[src/mesab_pkg.sv]
// ----------------------------------------------------------------------------
// Mask edge smoothing and alpha blend: shared package
// Register codes, field widths, reset values and the alpha class type used
// across the block.
// ----------------------------------------------------------------------------
`default_nettype none

package mesab_pkg;

  // Field widths
  localparam int FRAME_WIDTH_W  = 11;
  localparam int FRAME_HEIGHT_W = 12;
  localparam int COLOR_W        = 25;
  localparam int CHAN_W         = 8;
  localparam int SUM_W          = 2 * CHAN_W;
  localparam int TRANSP_BIT     = 24;

  // Configuration port
  localparam int CFG_INDEX_W = 2;
  localparam int CFG_DATA_W  = 25;

  localparam logic [CFG_INDEX_W-1:0] CFG_FRAME_WIDTH  = 2'd0;
  localparam logic [CFG_INDEX_W-1:0] CFG_FRAME_HEIGHT = 2'd1;
  localparam logic [CFG_INDEX_W-1:0] CFG_FG_COLOR     = 2'd2;
  localparam logic [CFG_INDEX_W-1:0] CFG_BG_COLOR     = 2'd3;

  // Register reset values
  localparam logic [FRAME_WIDTH_W-1:0]  FRAME_WIDTH_RESET  = 11'd1;
  localparam logic [FRAME_HEIGHT_W-1:0] FRAME_HEIGHT_RESET = 12'd1;
  localparam logic [COLOR_W-1:0]        FG_COLOR_RESET     = 25'h0FF_FFFF;
  localparam logic [COLOR_W-1:0]        BG_COLOR_RESET     = 25'h000_0000;

  // Alpha classes: 0, 64, 128 and 255
  typedef enum logic [1:0] {
    ALPHA_ZERO,
    ALPHA_QUARTER,
    ALPHA_HALF,
    ALPHA_FULL
  } alpha_t;

endpackage

`default_nettype wire

[src/mesab_ram.sv]
// ----------------------------------------------------------------------------
// Generic single-port-write RAM
// One write port and one read port, read data registered under a read enable.
// ----------------------------------------------------------------------------
`default_nettype none

module mesab_ram #(
  parameter int WIDTH = 2,
  parameter int DEPTH = 1024,
  localparam int AW = $clog2(DEPTH)
) (
  input  logic             clk,
  input  logic             wr_en,
  input  logic [AW-1:0]    wr_addr,
  input  logic [WIDTH-1:0] wr_data,
  input  logic             rd_en,
  input  logic [AW-1:0]    rd_addr,
  output logic [WIDTH-1:0] rd_data
);

  logic [WIDTH-1:0] mem [DEPTH];

  // Write port
  always_ff @(posedge clk) begin
    if (wr_en) begin
      mem[wr_addr] <= wr_data;
    end
  end

  // Registered read, held while not enabled
  always_ff @(posedge clk) begin
    if (rd_en) begin
      rd_data <= mem[rd_addr];
    end
  end

endmodule

`default_nettype wire

[src/mesab_tap_cell.sv]
// ----------------------------------------------------------------------------
// Window tap cell
// Holds one middle-row mask bit and hands it to the next cell on each slot.
// ----------------------------------------------------------------------------
`default_nettype none

module mesab_tap_cell (
  input  logic clk,
  input  logic rst,
  input  logic shift,
  input  logic din,
  output logic q
);

  // Take the neighbour's bit when the window advances
  always_ff @(posedge clk) begin
    if (rst) begin
      q <= 1'b0;
    end else if (shift) begin
      q <= din;
    end
  end

endmodule

`default_nettype wire

[src/mesab_blend_lane.sv]
// ----------------------------------------------------------------------------
// Blend lane
// Two-stage blend of one colour channel: weighted sum, then divide by 255.
// ----------------------------------------------------------------------------
`default_nettype none

module mesab_blend_lane (
  input  logic                          clk,
  input  logic                          en,
  input  mesab_pkg::alpha_t             alpha,
  input  logic [mesab_pkg::CHAN_W-1:0]  fg,
  input  logic [mesab_pkg::CHAN_W-1:0]  bg,
  output logic [mesab_pkg::CHAN_W-1:0]  chan
);
  import mesab_pkg::*;

  logic [SUM_W-1:0] sum;
  logic [SUM_W-1:0] sum_next;
  logic [SUM_W:0]   scaled;

  // Weighted sum fg*a + bg*(255-a), built from shifts since a is one of four values
  always_comb begin
    case (alpha)
      ALPHA_ZERO:    sum_next = {bg, 8'd0} - SUM_W'(bg);
      ALPHA_QUARTER: sum_next = SUM_W'({fg, 6'd0}) + SUM_W'({bg, 7'd0})
                              + SUM_W'({bg, 6'd0}) - SUM_W'(bg);
      ALPHA_HALF:    sum_next = SUM_W'({fg, 7'd0}) + SUM_W'({bg, 7'd0}) - SUM_W'(bg);
      ALPHA_FULL:    sum_next = {fg, 8'd0} - SUM_W'(fg);
      default:       sum_next = '0;
    endcase
  end

  // Divide by 255: exact for sums up to 255*255, the largest weighted sum
  assign scaled = (SUM_W+1)'(sum) + (SUM_W+1)'(sum[SUM_W-1:CHAN_W]) + (SUM_W+1)'(1);

  // Advance both stages together with the pipeline
  always_ff @(posedge clk) begin
    if (en) begin
      sum  <= sum_next;
      chan <= scaled[SUM_W-1:CHAN_W];
    end
  end

endmodule

`default_nettype wire

[src/mask_edge_smooth_alpha_blend.sv]
// ----------------------------------------------------------------------------
// Mask edge smoothing and alpha blend
// Turns a one-bit coverage mask in raster order into blended colour pixels.
// ----------------------------------------------------------------------------
// The block takes one item per clock and gives one result per clock once the
// lag of frame_width+1 pixels is filled; drain items (tuser high) flush the
// pending pixels. A result passes the stage A to B registers, the stage B
// registers, the blend sum and the output register. The line stores sit in
// one RAM with one read and one write per pixel, and that port pair sets the
// one-pixel-per-cycle rate. After reset a clearing pass zeroes all MAX_WIDTH
// line store entries; no item is accepted meanwhile (configuration writes are
// still taken). A stall on the output side holds the whole pipeline.
// ----------------------------------------------------------------------------
`default_nettype none

module mask_edge_smooth_alpha_blend #(
  parameter int MAX_WIDTH  = 1024,
  parameter int MAX_HEIGHT = 2048
) (
  input  logic                              clk,
  input  logic                              rst,
  // Input pixel stream
  input  logic                              s_tvalid,
  output logic                              s_tready,
  input  logic [7:0]                        s_tdata,   // [0] coverage_on, [7:1] zero
  input  logic                              s_tuser,   // [0] operation
  // Output pixel stream
  output logic                              m_tvalid,
  input  logic                              m_tready,
  output logic [23:0]                       m_tdata,   // [7:0] red, [15:8] green, [23:16] blue
  output logic                              m_tuser,   // [0] transparent
  output logic                              m_tlast,   // last_pixel
  // Configuration writes
  input  logic                              cfg_valid,
  output logic                              cfg_ready,
  input  logic [mesab_pkg::CFG_INDEX_W-1:0] cfg_index,
  input  logic [mesab_pkg::CFG_DATA_W-1:0]  cfg_data
);
  import mesab_pkg::*;

  localparam int COL_W  = $clog2(MAX_WIDTH);
  localparam int ROW_W  = $clog2(MAX_HEIGHT);
  localparam int WC_A   = $clog2(MAX_WIDTH + 1);
  localparam int HC_A   = $clog2(MAX_HEIGHT + 1);
  localparam int WC     = ((WC_A > FRAME_WIDTH_W) ? WC_A : FRAME_WIDTH_W) + 1;
  localparam int HC     = ((HC_A > FRAME_HEIGHT_W) ? HC_A : FRAME_HEIGHT_W) + 1;
  localparam int PEND_W = $clog2(MAX_WIDTH + 2);

  // --------------------------------------------------------------------------
  // Configuration registers
  // --------------------------------------------------------------------------
  logic [FRAME_WIDTH_W-1:0]  frame_width;
  logic [FRAME_HEIGHT_W-1:0] frame_height;
  logic [COLOR_W-1:0]        fg_color;
  logic [COLOR_W-1:0]        bg_color;

  assign cfg_ready = 1'b1;

  always_ff @(posedge clk) begin
    if (rst) begin
      frame_width  <= FRAME_WIDTH_RESET;
      frame_height <= FRAME_HEIGHT_RESET;
      fg_color     <= FG_COLOR_RESET;
      bg_color     <= BG_COLOR_RESET;
    end else if (cfg_valid && cfg_ready) begin
      case (cfg_index)
        CFG_FRAME_WIDTH:  frame_width  <= cfg_data[FRAME_WIDTH_W-1:0];
        CFG_FRAME_HEIGHT: frame_height <= cfg_data[FRAME_HEIGHT_W-1:0];
        CFG_FG_COLOR:     fg_color     <= cfg_data[COLOR_W-1:0];
        CFG_BG_COLOR:     bg_color     <= cfg_data[COLOR_W-1:0];
        default:          ;
      endcase
    end
  end

  // Clamp the frame size to 1..MAX
  logic [WC-1:0] eff_w;
  logic [HC-1:0] eff_h;
  logic [WC-1:0] lag;

  always_comb begin
    if (frame_width == '0) begin
      eff_w = WC'(1);
    end else if (WC'(frame_width) > WC'(MAX_WIDTH)) begin
      eff_w = WC'(MAX_WIDTH);
    end else begin
      eff_w = WC'(frame_width);
    end
    if (frame_height == '0) begin
      eff_h = HC'(1);
    end else if (HC'(frame_height) > HC'(MAX_HEIGHT)) begin
      eff_h = HC'(MAX_HEIGHT);
    end else begin
      eff_h = HC'(frame_height);
    end
    lag = eff_w + WC'(1);
  end

  // --------------------------------------------------------------------------
  // Pipeline control and clearing pass
  // --------------------------------------------------------------------------
  logic             en;
  logic             acc;
  logic             clr_active;
  logic [COL_W-1:0] clr_addr;

  assign en       = !m_tvalid || m_tready;
  assign s_tready = en && !clr_active;
  assign acc      = s_tvalid && s_tready;

  always_ff @(posedge clk) begin
    if (rst) begin
      clr_active <= 1'b1;
      clr_addr   <= '0;
    end else if (clr_active) begin
      clr_addr <= clr_addr + COL_W'(1);
      if (clr_addr == COL_W'(MAX_WIDTH - 1)) begin
        clr_active <= 1'b0;
      end
    end
  end

  // --------------------------------------------------------------------------
  // Stage A: slot decision, column and output position
  // --------------------------------------------------------------------------
  logic [COL_W-1:0]  in_column;
  logic [COL_W-1:0]  in_column_next;
  logic [PEND_W-1:0] pending;
  logic [PEND_W-1:0] pending_next;
  logic [COL_W-1:0]  out_column;
  logic [COL_W-1:0]  out_column_next;
  logic [ROW_W-1:0]  out_row;
  logic [ROW_W-1:0]  out_row_next;

  logic             drain;
  logic             slot;
  logic             emit;
  logic             slot_bit;
  logic [COL_W-1:0] col_in;
  logic [COL_W-1:0] col_out;
  logic [ROW_W-1:0] row_out;
  logic             col_out_last;
  logic             row_out_last;
  logic             border;
  logic             last;

  always_comb begin
    drain    = s_tuser;
    slot     = acc && !(drain && pending == '0);
    emit     = drain || (WC'(pending) >= lag);
    slot_bit = drain ? 1'b0 : s_tdata[0];

    // Write column, wrapped if the width shrank
    col_in = (WC'(in_column) >= eff_w) ? '0 : in_column;
    in_column_next = (WC'(col_in) + WC'(1) >= eff_w) ? '0 : col_in + COL_W'(1);

    // Fill, hold or drain the lag
    if (drain) begin
      pending_next = pending - PEND_W'(1);
    end else if (!emit) begin
      pending_next = pending + PEND_W'(1);
    end else begin
      pending_next = pending;
    end

    // Position of the pixel being emitted
    col_out      = (WC'(out_column) >= eff_w) ? '0 : out_column;
    row_out      = (HC'(out_row) >= eff_h) ? '0 : out_row;
    col_out_last = WC'(col_out) + WC'(1) >= eff_w;
    row_out_last = HC'(row_out) + HC'(1) >= eff_h;
    border       = (row_out == '0) || row_out_last || (col_out == '0) || col_out_last;
    last         = row_out_last && col_out_last;

    if (col_out_last) begin
      out_column_next = '0;
      out_row_next    = row_out_last ? '0 : row_out + ROW_W'(1);
    end else begin
      out_column_next = col_out + COL_W'(1);
      out_row_next    = row_out;
    end
  end

  always_ff @(posedge clk) begin
    if (rst) begin
      in_column  <= '0;
      pending    <= '0;
      out_column <= '0;
      out_row    <= '0;
    end else if (slot) begin
      in_column <= in_column_next;
      pending   <= pending_next;
      if (emit) begin
        out_column <= out_column_next;
        out_row    <= out_row_next;
      end
    end
  end

  // --------------------------------------------------------------------------
  // Line stores: bit 1 upper row, bit 0 middle row
  // --------------------------------------------------------------------------
  logic             s1_valid;
  logic             s1_emit;
  logic             s1_bit;
  logic [COL_W-1:0] s1_col;
  logic             s1_border;
  logic             s1_last;
  logic             fwd_hit;
  logic [1:0]       fwd_data;

  logic             ram_wr_en;
  logic [COL_W-1:0] ram_wr_addr;
  logic [1:0]       ram_wr_data;
  logic [1:0]       ram_rd_data;
  logic [1:0]       line_bits;
  logic             up_row_bit;
  logic             mid_row_bit;

  assign line_bits   = fwd_hit ? fwd_data : ram_rd_data;
  assign up_row_bit  = line_bits[1];
  assign mid_row_bit = line_bits[0];

  // Clearing pass owns the write port until it ends
  always_comb begin
    if (clr_active) begin
      ram_wr_en   = 1'b1;
      ram_wr_addr = clr_addr;
      ram_wr_data = '0;
    end else begin
      ram_wr_en   = s1_valid && en;
      ram_wr_addr = s1_col;
      ram_wr_data = {mid_row_bit, s1_bit};
    end
  end

  mesab_ram #(
    .WIDTH (2),
    .DEPTH (MAX_WIDTH)
  ) u_line_ram (
    .clk     (clk),
    .wr_en   (ram_wr_en),
    .wr_addr (ram_wr_addr),
    .wr_data (ram_wr_data),
    .rd_en   (slot),
    .rd_addr (col_in),
    .rd_data (ram_rd_data)
  );

  // Stage A to B registers; forward a write to the same column (width of one)
  always_ff @(posedge clk) begin
    if (rst) begin
      s1_valid <= 1'b0;
    end else if (en) begin
      s1_valid <= slot;
    end
  end

  always_ff @(posedge clk) begin
    if (en) begin
      s1_emit   <= emit;
      s1_bit    <= slot_bit;
      s1_col    <= col_in;
      s1_border <= border;
      s1_last   <= last;
      fwd_hit   <= s1_valid && (s1_col == col_in);
      fwd_data  <= {mid_row_bit, s1_bit};
    end
  end

  // --------------------------------------------------------------------------
  // Stage B: neighbourhood window and alpha class
  // --------------------------------------------------------------------------
  logic       win_shift;
  logic [2:0] win;
  logic       prev_upper;
  logic       prev_input;

  assign win_shift = s1_valid && en;

  // Row of tap cells: win[0] newest, win[2] oldest
  mesab_tap_cell u_tap0 (
    .clk (clk), .rst (rst), .shift (win_shift), .din (mid_row_bit), .q (win[0])
  );
  mesab_tap_cell u_tap1 (
    .clk (clk), .rst (rst), .shift (win_shift), .din (win[0]), .q (win[1])
  );
  mesab_tap_cell u_tap2 (
    .clk (clk), .rst (rst), .shift (win_shift), .din (win[1]), .q (win[2])
  );

  always_ff @(posedge clk) begin
    if (rst) begin
      prev_upper <= 1'b0;
      prev_input <= 1'b0;
    end else if (win_shift) begin
      prev_upper <= up_row_bit;
      prev_input <= s1_bit;
    end
  end

  alpha_t     alpha_cls;
  logic [2:0] ink_count;
  logic       transp;

  // Centre from win[0], left from win[1], right from the fresh middle bit
  always_comb begin
    ink_count = 3'(prev_upper) + 3'(win[1]) + 3'(mid_row_bit) + 3'(prev_input);
    if (win[0]) begin
      alpha_cls = ALPHA_FULL;
    end else if (s1_border) begin
      alpha_cls = ALPHA_ZERO;
    end else begin
      case (ink_count)
        3'd0:    alpha_cls = ALPHA_ZERO;
        3'd1:    alpha_cls = ALPHA_QUARTER;
        default: alpha_cls = ALPHA_HALF;
      endcase
    end
    case (alpha_cls)
      ALPHA_ZERO: transp = bg_color[TRANSP_BIT];
      ALPHA_FULL: transp = fg_color[TRANSP_BIT];
      default:    transp = 1'b0;
    endcase
  end

  // --------------------------------------------------------------------------
  // Stages C and D: blend lanes and output register
  // --------------------------------------------------------------------------
  logic   s2_valid;
  alpha_t s2_alpha;
  logic   s2_transp;
  logic   s2_last;
  logic   s3_valid;
  logic   s3_transp;
  logic   s3_last;

  always_ff @(posedge clk) begin
    if (rst) begin
      s2_valid <= 1'b0;
      s3_valid <= 1'b0;
      m_tvalid <= 1'b0;
    end else if (en) begin
      s2_valid <= s1_valid && s1_emit;
      s3_valid <= s2_valid;
      m_tvalid <= s3_valid;
    end
  end

  always_ff @(posedge clk) begin
    if (en) begin
      s2_alpha  <= alpha_cls;
      s2_transp <= transp;
      s2_last   <= s1_last;
      s3_transp <= s2_transp;
      s3_last   <= s2_last;
      m_tuser   <= s3_transp;
      m_tlast   <= s3_last;
    end
  end

  mesab_blend_lane u_lane_red (
    .clk   (clk),
    .en    (en),
    .alpha (s2_alpha),
    .fg    (fg_color[23:16]),
    .bg    (bg_color[23:16]),
    .chan  (m_tdata[7:0])
  );

  mesab_blend_lane u_lane_green (
    .clk   (clk),
    .en    (en),
    .alpha (s2_alpha),
    .fg    (fg_color[15:8]),
    .bg    (bg_color[15:8]),
    .chan  (m_tdata[15:8])
  );

  mesab_blend_lane u_lane_blue (
    .clk   (clk),
    .en    (en),
    .alpha (s2_alpha),
    .fg    (fg_color[7:0]),
    .bg    (bg_color[7:0]),
    .chan  (m_tdata[23:16])
  );

endmodule

`default_nettype wire

[config.mk]
export PLATFORM = sky130hd
export DESIGN_NAME = mask_edge_smooth_alpha_blend
export DESIGN_NICKNAME = d
export VERILOG_FILES = /design/src/mesab_pkg.sv /design/src/mesab_ram.sv /design/src/mesab_tap_cell.sv /design/src/mesab_blend_lane.sv /design/src/mask_edge_smooth_alpha_blend.sv
export SDC_FILE = /design/constraint.sdc
export NUM_CORES = 2
export LEC_CHECK = 0
export ABC_AREA = 1
export BUFFER_PORTS_ARGS = -buffer_cell sky130_fd_sc_hd__buf_2
export CORE_ASPECT_RATIO = 1.75
export CORE_UTILIZATION = 40
export DETAILED_ROUTE_END_ITERATION = 16
export PLACE_DENSITY = 0.64
export SYNTH_ARGS = -nofsm -noshare
export SYNTH_HDL_FRONTEND = slang
export SYNTH_SLANG_ARGS = --single-unit
[constraint.sdc]
create_clock -name clk -period 30.1 [get_ports clk]
set_input_delay 6.02 -clock clk [delete_from_list [all_inputs] [get_ports clk]]
set_output_delay 6.02 -clock clk [all_outputs]
set_load 0.02 [all_outputs]
=== Word-level counts from Yosys, hierarchy flattened ===
Memory sizes are Yosys's and may differ from the RTL's. A register that Yosys moved wholly into a read port is not among the register bits.
Cells that the tools add are included.

* Output and inout port bits: 29
* Bits in registers: 231
* Input port bits: 41
* Memories kept: 1
* Bits in latches: 0
* Bits in writable memories: 2048
* ROM bits: 0

* Add/subtract/negate cells: 40
* Multiplexer cells: 28
* Bitwise gates (word level): 0
* Shift operators: 0
* Reductions and logical operators: 31
* $lt $le $gt $ge: 9
* Equal/unequal tests: 11
* Multipliers: 0
* Divide/modulo/power cells: 0

{| class="wikitable"
|+ Memory list
! memory !! depth !! width !! rd ports !! clocked after Yosys merged registers in !! wr ports !! line !! text
|-
| u_line_ram.mem || 1024 || 2 || 1 || 1 || 1 || mesab_ram.sv:21 || <nowiki>logic [WIDTH-1:0] mem [DEPTH];</nowiki>
|}

{| class="wikitable"
|+ Operators by type and width
! operator !! number
|-
| 16-bit one-hot mux with 4 select lines || 3
|-
| 16-bit by 8-bit subtractor with 16-bit output || 12
|-
| 11-bit 2-to-1 mux || 7
|-
| 10-bit 2-to-1 mux || 5
|-
| 14-bit by 15-bit adder with 16-bit output || 3
|-
| 15-bit by 15-bit adder with 16-bit output || 3
|-
| 16-bit by 1-bit adder with 16-bit output, second input constant || 3
|-
| 16-bit by 14-bit adder with 16-bit output || 3
|-
| 16-bit by 8-bit adder with 16-bit output || 3
|-
| 11-bit by 12-bit greater-or-equal comparator with 1-bit output || 3
|-
| 11-bit logical NOT || 3
|-
| 10-bit by 1-bit adder with 10-bit output, second input constant || 3
|-
| 10-bit by 12-bit greater-or-equal comparator with 1-bit output || 2
|-
| 12-bit 2-to-1 mux || 2
|-
| 10-bit by 1-bit adder with 11-bit output, second input constant || 2
|-
| 11-bit by 1-bit adder with 11-bit output, second input constant || 2
|-
| 11-bit by 13-bit greater-or-equal comparator with 1-bit output || 1
|-
| 12-bit by 13-bit greater-or-equal comparator with 1-bit output || 1
|-
| 11-bit by 1-bit adder with 12-bit output, second input constant || 1
|-
| 12-bit by 1-bit adder with 12-bit output, second input constant || 1
|-
| 12-bit greater-than comparator, second input constant || 1
|-
| 12-bit logical NOT || 1
|-
| 2-bit AND reduction || 6
|-
| 11-bit greater-than comparator, second input constant || 1
|-
| 20 further kinds || 47
|}

=== Longest topological paths before layout ===
* Depth after elaboration: 10
* Mapped depth: 33
* Depth with buffers taken out: 31

=== Modules after synthesis ===
A second synthesis with hierarchy kept.

* Cell total of the unflattened synthesis: 10908
* Area total of the unflattened synthesis: 107531.9 µm²

{| class="wikitable"
|+ By module, submodules not included
! module !! instances !! cells an instance !! area an instance (µm²) !! sequential area each (µm²)
|-
| mesab_ram || 1 || 7976 || 86973.4 || 61559.0
|-
| mask_edge_smooth_alpha_blend || 1 || 1359 || 9909.5 || 3393.3
|-
| mesab_blend_lane at u_lane_green || 1 || 527 || 3560.9 || 720.7
|-
| mesab_blend_lane at u_lane_blue || 1 || 523 || 3512.1 || 720.7
|-
| mesab_blend_lane at u_lane_red || 1 || 509 || 3485.8 || 720.7
|-
| mesab_tap_cell || 2 || 7 || 45.0 || 20.0
|}

=== Worst setup path before layout ===
No wires, ideal clock.

* Kind: register to register
* Start point: register clr_active
* End point: memory u_line_ram.mem[0][0] (data pin)
* Stages on the path, launching flop included: 4
* Period minus slack after synthesis: 29198 ps
* Setup time: 5026 ps
* Path slack: 902 ps
* Data arrival time: 24172 ps
* Required time: 25074 ps
* Cell sequence: dfxtp_1 buf_2 buf_2 nor2_1

* Word-level cells in the longest chain between the ends: 1

{| class="wikitable"
|+ RTL lines
! item !! line !! text
|-
| start: declaration || mask_edge_smooth_alpha_blend.sv:104 || <nowiki>logic clr_active;</nowiki>
|-
| start signal: assignment || mask_edge_smooth_alpha_blend.sv:113 || <nowiki>clr_active <= 1'b1;</nowiki>
|-
| start signal: assignment || mask_edge_smooth_alpha_blend.sv:118 || <nowiki>clr_active <= 1'b0;</nowiki>
|-
| 2-bit 2-to-1 mux || mask_edge_smooth_alpha_blend.sv:225 || <nowiki>if (clr_active) begin</nowiki>
|-
| via ram_wr_data[0] || mask_edge_smooth_alpha_blend.sv:213 || <nowiki>logic [1:0] ram_wr_data;</nowiki>
|-
| end: declaration || mesab_ram.sv:21 ||
|}

The timed path passes the listed nets, and every way through them passes these cells.

=== Final worst setup path ===
* Start point: input m_tready
* End point: output s_tready

* Word-level cells in the longest chain between the ends: 2

{| class="wikitable"
|+ RTL lines
! item !! line !! text
|-
| start: declaration || mask_edge_smooth_alpha_blend.sv:29 || <nowiki>input logic m_tready,</nowiki>
|-
| 1-bit logical OR || mask_edge_smooth_alpha_blend.sv:107 || <nowiki>assign en = !m_tvalid || m_tready;</nowiki>
|-
| 1-bit logical AND || mask_edge_smooth_alpha_blend.sv:108 || <nowiki>assign s_tready = en && !clr_active;</nowiki>
|-
| end: declaration || mask_edge_smooth_alpha_blend.sv:24 || <nowiki>output logic s_tready,</nowiki>
|}

No other way between the ends.

==> qor.csv <==
metric,value,unit
first-pass GRT wire length,485.2,mm
leakage,46.39,nW
Net Switching,1.401,mW
hold depth,0,
most frequent cells in the layout,"2147 x edfxtp_1, 1852 x nand2_1, 1738 x nand3_1",
Reg2Reg Launch Point,frame_width[5],
Crit Path Max Fanout,6,
largest net degree at the start of global routing,250,
Crit path arrival time,6.97,ns
TritonCTS Buffers,202,
fillcell total,25410,
clock-pin slew on the worst setup and hold paths,0.07,ns
GRT Total Usage,23.52,%
PwrDens,53.64,nW/um2
hold_buf cts,0,
Max-Cap Viols,0,
Int Pwr,4.924,mW
drc violations,0,
I/O Pins,70,
fraction of layout cells with a size suffix above 1,5.775,%
count of different cell masters after synthesis,53,
Initial DRT Pass Iterations,8,
Starting Density,40.28,%
Mapped Area,108600,um2
Die Width,395.9,um
R2R Setup Slk,21.39,ns
fin cells,14500,
status,finished clean,
# nets final,11090,
Synth async-reset ratio,0,%
Setup-failing EPs final,0,
Max Root-Sink Buffers,4,
final antenna-violating net count,0,
Post-Syn Nets,11420,
# Post-CTS Setup Buffers,0,
CP Cell Sequence,buf_2 -> nor2_1 -> nor2_1 -> buf_2,
Max Transition Viols Final,0,
post-cts gate resize count,0,
Gate Count Post-Synth,11130,
placed insts,14150,
Clk network pwr share,40.1,%
synth-to-layout area growth,8.601,%
f_max,0.07698,GHz
"Slowest-stage cell, CP",nor2_1,
routability cong.,0.9261,
Power Total,6.326,mW
Comb power frac,5.1,%
Post-synth EDFFs,2147,
FP Rows,252,
"FF+latch count, synth",2281,
CTS Root Buffer Type,clkbuf_16,
CP Capture Type,output port,
TritonCTS Sinks,2281,
RSZ-0062 raised after global routing,no,
Die H,691.3,um
routed wire length,330.2,mm
Critical Path Start Type,primary input,
fin crit period,12.99,ns
total number of vias,81050,
Most used DFF post-synth,edfxtp_1,
Sequential Power Share,54.9,%
Worst Clk Skew,0.05128,ns
antenna violations before repair,3,
Worst Setup Path Type,primary input to output port,
die area,273700,um2
Max rail drop VDD,0.00004170,V
detailed-placement wirelength estimate,188.5,mm
Min-Delay Endpoint,m_tuser,
Max H-tree Level,4,
Worst R2R End,u_line_ram.rd_data[1],
fin crit share,43.16,%
number of port buffers,61,
vias in the first global route,80380,
Slew HR,9.738,%
worst min path class,flop to flop,
Worst EP required,24.08,ns
"Seq/Total Area, Yosys",61.84,%
Setup TNS Final,0,ns
"most common cell after layout, fill and taps aside",edfxtp_1,
worst hold margin,0.4056,ns
initial drt markers,7935,
synth warn,0,
area of the core,269600,um2
worst reg2reg path depth,28,
via density per instance,5.588,
worst skew pair latency,0.88,ns
wire per inst,22.76,um
GRT Residual Overflow,0,
Worst path max stage delay,0.51,ns
Synth Area per Inst,9.755,um2
final hold vios,0,
measured slew at the worst slew-check pin,1.351,ns
fin util,43.75,%
CTS tree,built,
switching share of power,22.15,%
Hold Path Origin,s3_transp,
stage by stage:
stage | area [um2] | setup slack [ns]
after floorplan | 108600 | 0.9022
after global placement | 111800 | 17.20
after global routing | 117900 | 16.96
after CTS | 117900 | 17.09
after detailed placement | 111800 | 17.09
final | 117900 | 17.11
flip-flops by register name, summed over array words and instances, names as in the netlist, 11 cells and up:
signal	flops
u_lane_red.sum	16
bg_color	25
fg_color	25
frame_width	11
frame_height	12
out_row	11
u_lane_blue.sum	16
pending	11
u_line_ram.mem	2048
u_lane_green.sum	16
worst max-delay path by stage:
| stage | from | endpoint | cells after the start |
|---|---|---|---|
| finish | m_tready | s_tready | 4 |
| global route | m_tready | s_tready | 4 |
| CTS | m_tready | s_tready | 4 |
| detailed placement | m_tready | s_tready | 4 |
| global placement | m_tready | s_tready | 4 |
| floorplan | clr_active | u_line_ram.mem[0][0] | 3 |
per-layer routing:
metal  GRT usage [%]  vias up  wire [um]
li1                -    37140          -
met1           25.49    39640     113300
met2           42.27     3352     169200
met3           2.851      921      23340
met4           16.55        0      24310
met5               0        -          0
Yosys cell counts (17+ instances only):
master / number / area, um2
a21oi_1: 200 / 1001
buf_1: 88 / 330.3
buf_2: 223 / 1116
clkbuf_1: 438 / 1644
dfxtp_1: 134 / 2683
edfxtp_1: 2147 / 64470
fa_1: 32 / 640.6
ha_1: 213 / 2665
inv_1: 1258 / 4722
nand2_1: 1873 / 7030
nand3_1: 1744 / 8728
nand4_1: 330 / 2064
nor2_1: 1531 / 5747
nor3_1: 42 / 210.2
nor4_1: 18 / 112.6
o2111ai_1: 17 / 148.9
o211ai_1: 90 / 675.7
o21ai_0: 332 / 1662
o21bai_1: 51 / 382.9
o22ai_1: 126 / 788.3
or2_2: 100 / 625.6
xor2_1: 45 / 394.1
power by group through the flow:
stage | sequential, mW | combinational (mW) | clock [mW]
after floorplan | 3.55 | 0.192 | 0
after global placement | 3.54 | 0.315 | 0
after detailed placement | 3.54 | 0.319 | 0
after CTS | 3.47 | 0.320 | 2.57
after global routing | 3.47 | 0.354 | 2.67
final | 3.47 | 0.321 | 2.53
worst max-delay path, delay by kind of cell:
kind	cells	cell delay, ns
buffers and inverters	2	0.30
and+or+nand+nor	2	0.65
layout make-up:
cell class | count | area [um2] | area share, %
Timing Repair Buffer | 217 | 1627 | 1.379
Multi-Input combinational cell | 6830 | 33730 | 28.60
Tap cell | 3556 | 4449 | 3.773
Antenna cell | 4 | 10.01 | 0.008487
Sequential cell | 2281 | 67160 | 56.94
Clock buffer | 246 | 5294 | 4.489
Inverter | 1268 | 4791 | 4.062
Clock inverter | 102 | 880.8 | 0.7469
logic make-up after synthesis:
group / after synthesis / synth area share [%]
AOI/OAI and AO/OA: 868 / 4.647
xor gates and xnor gates: 57 / 0.4597
DFF: 2281 / 61.84
and+or+nand+nor: 5659 / 22.74
adders and majority gates: 245 / 3.044
buffers and inverters: 2022 / 7.267
other: 1 / 0.003453
(Power assumes the default switching activity.)
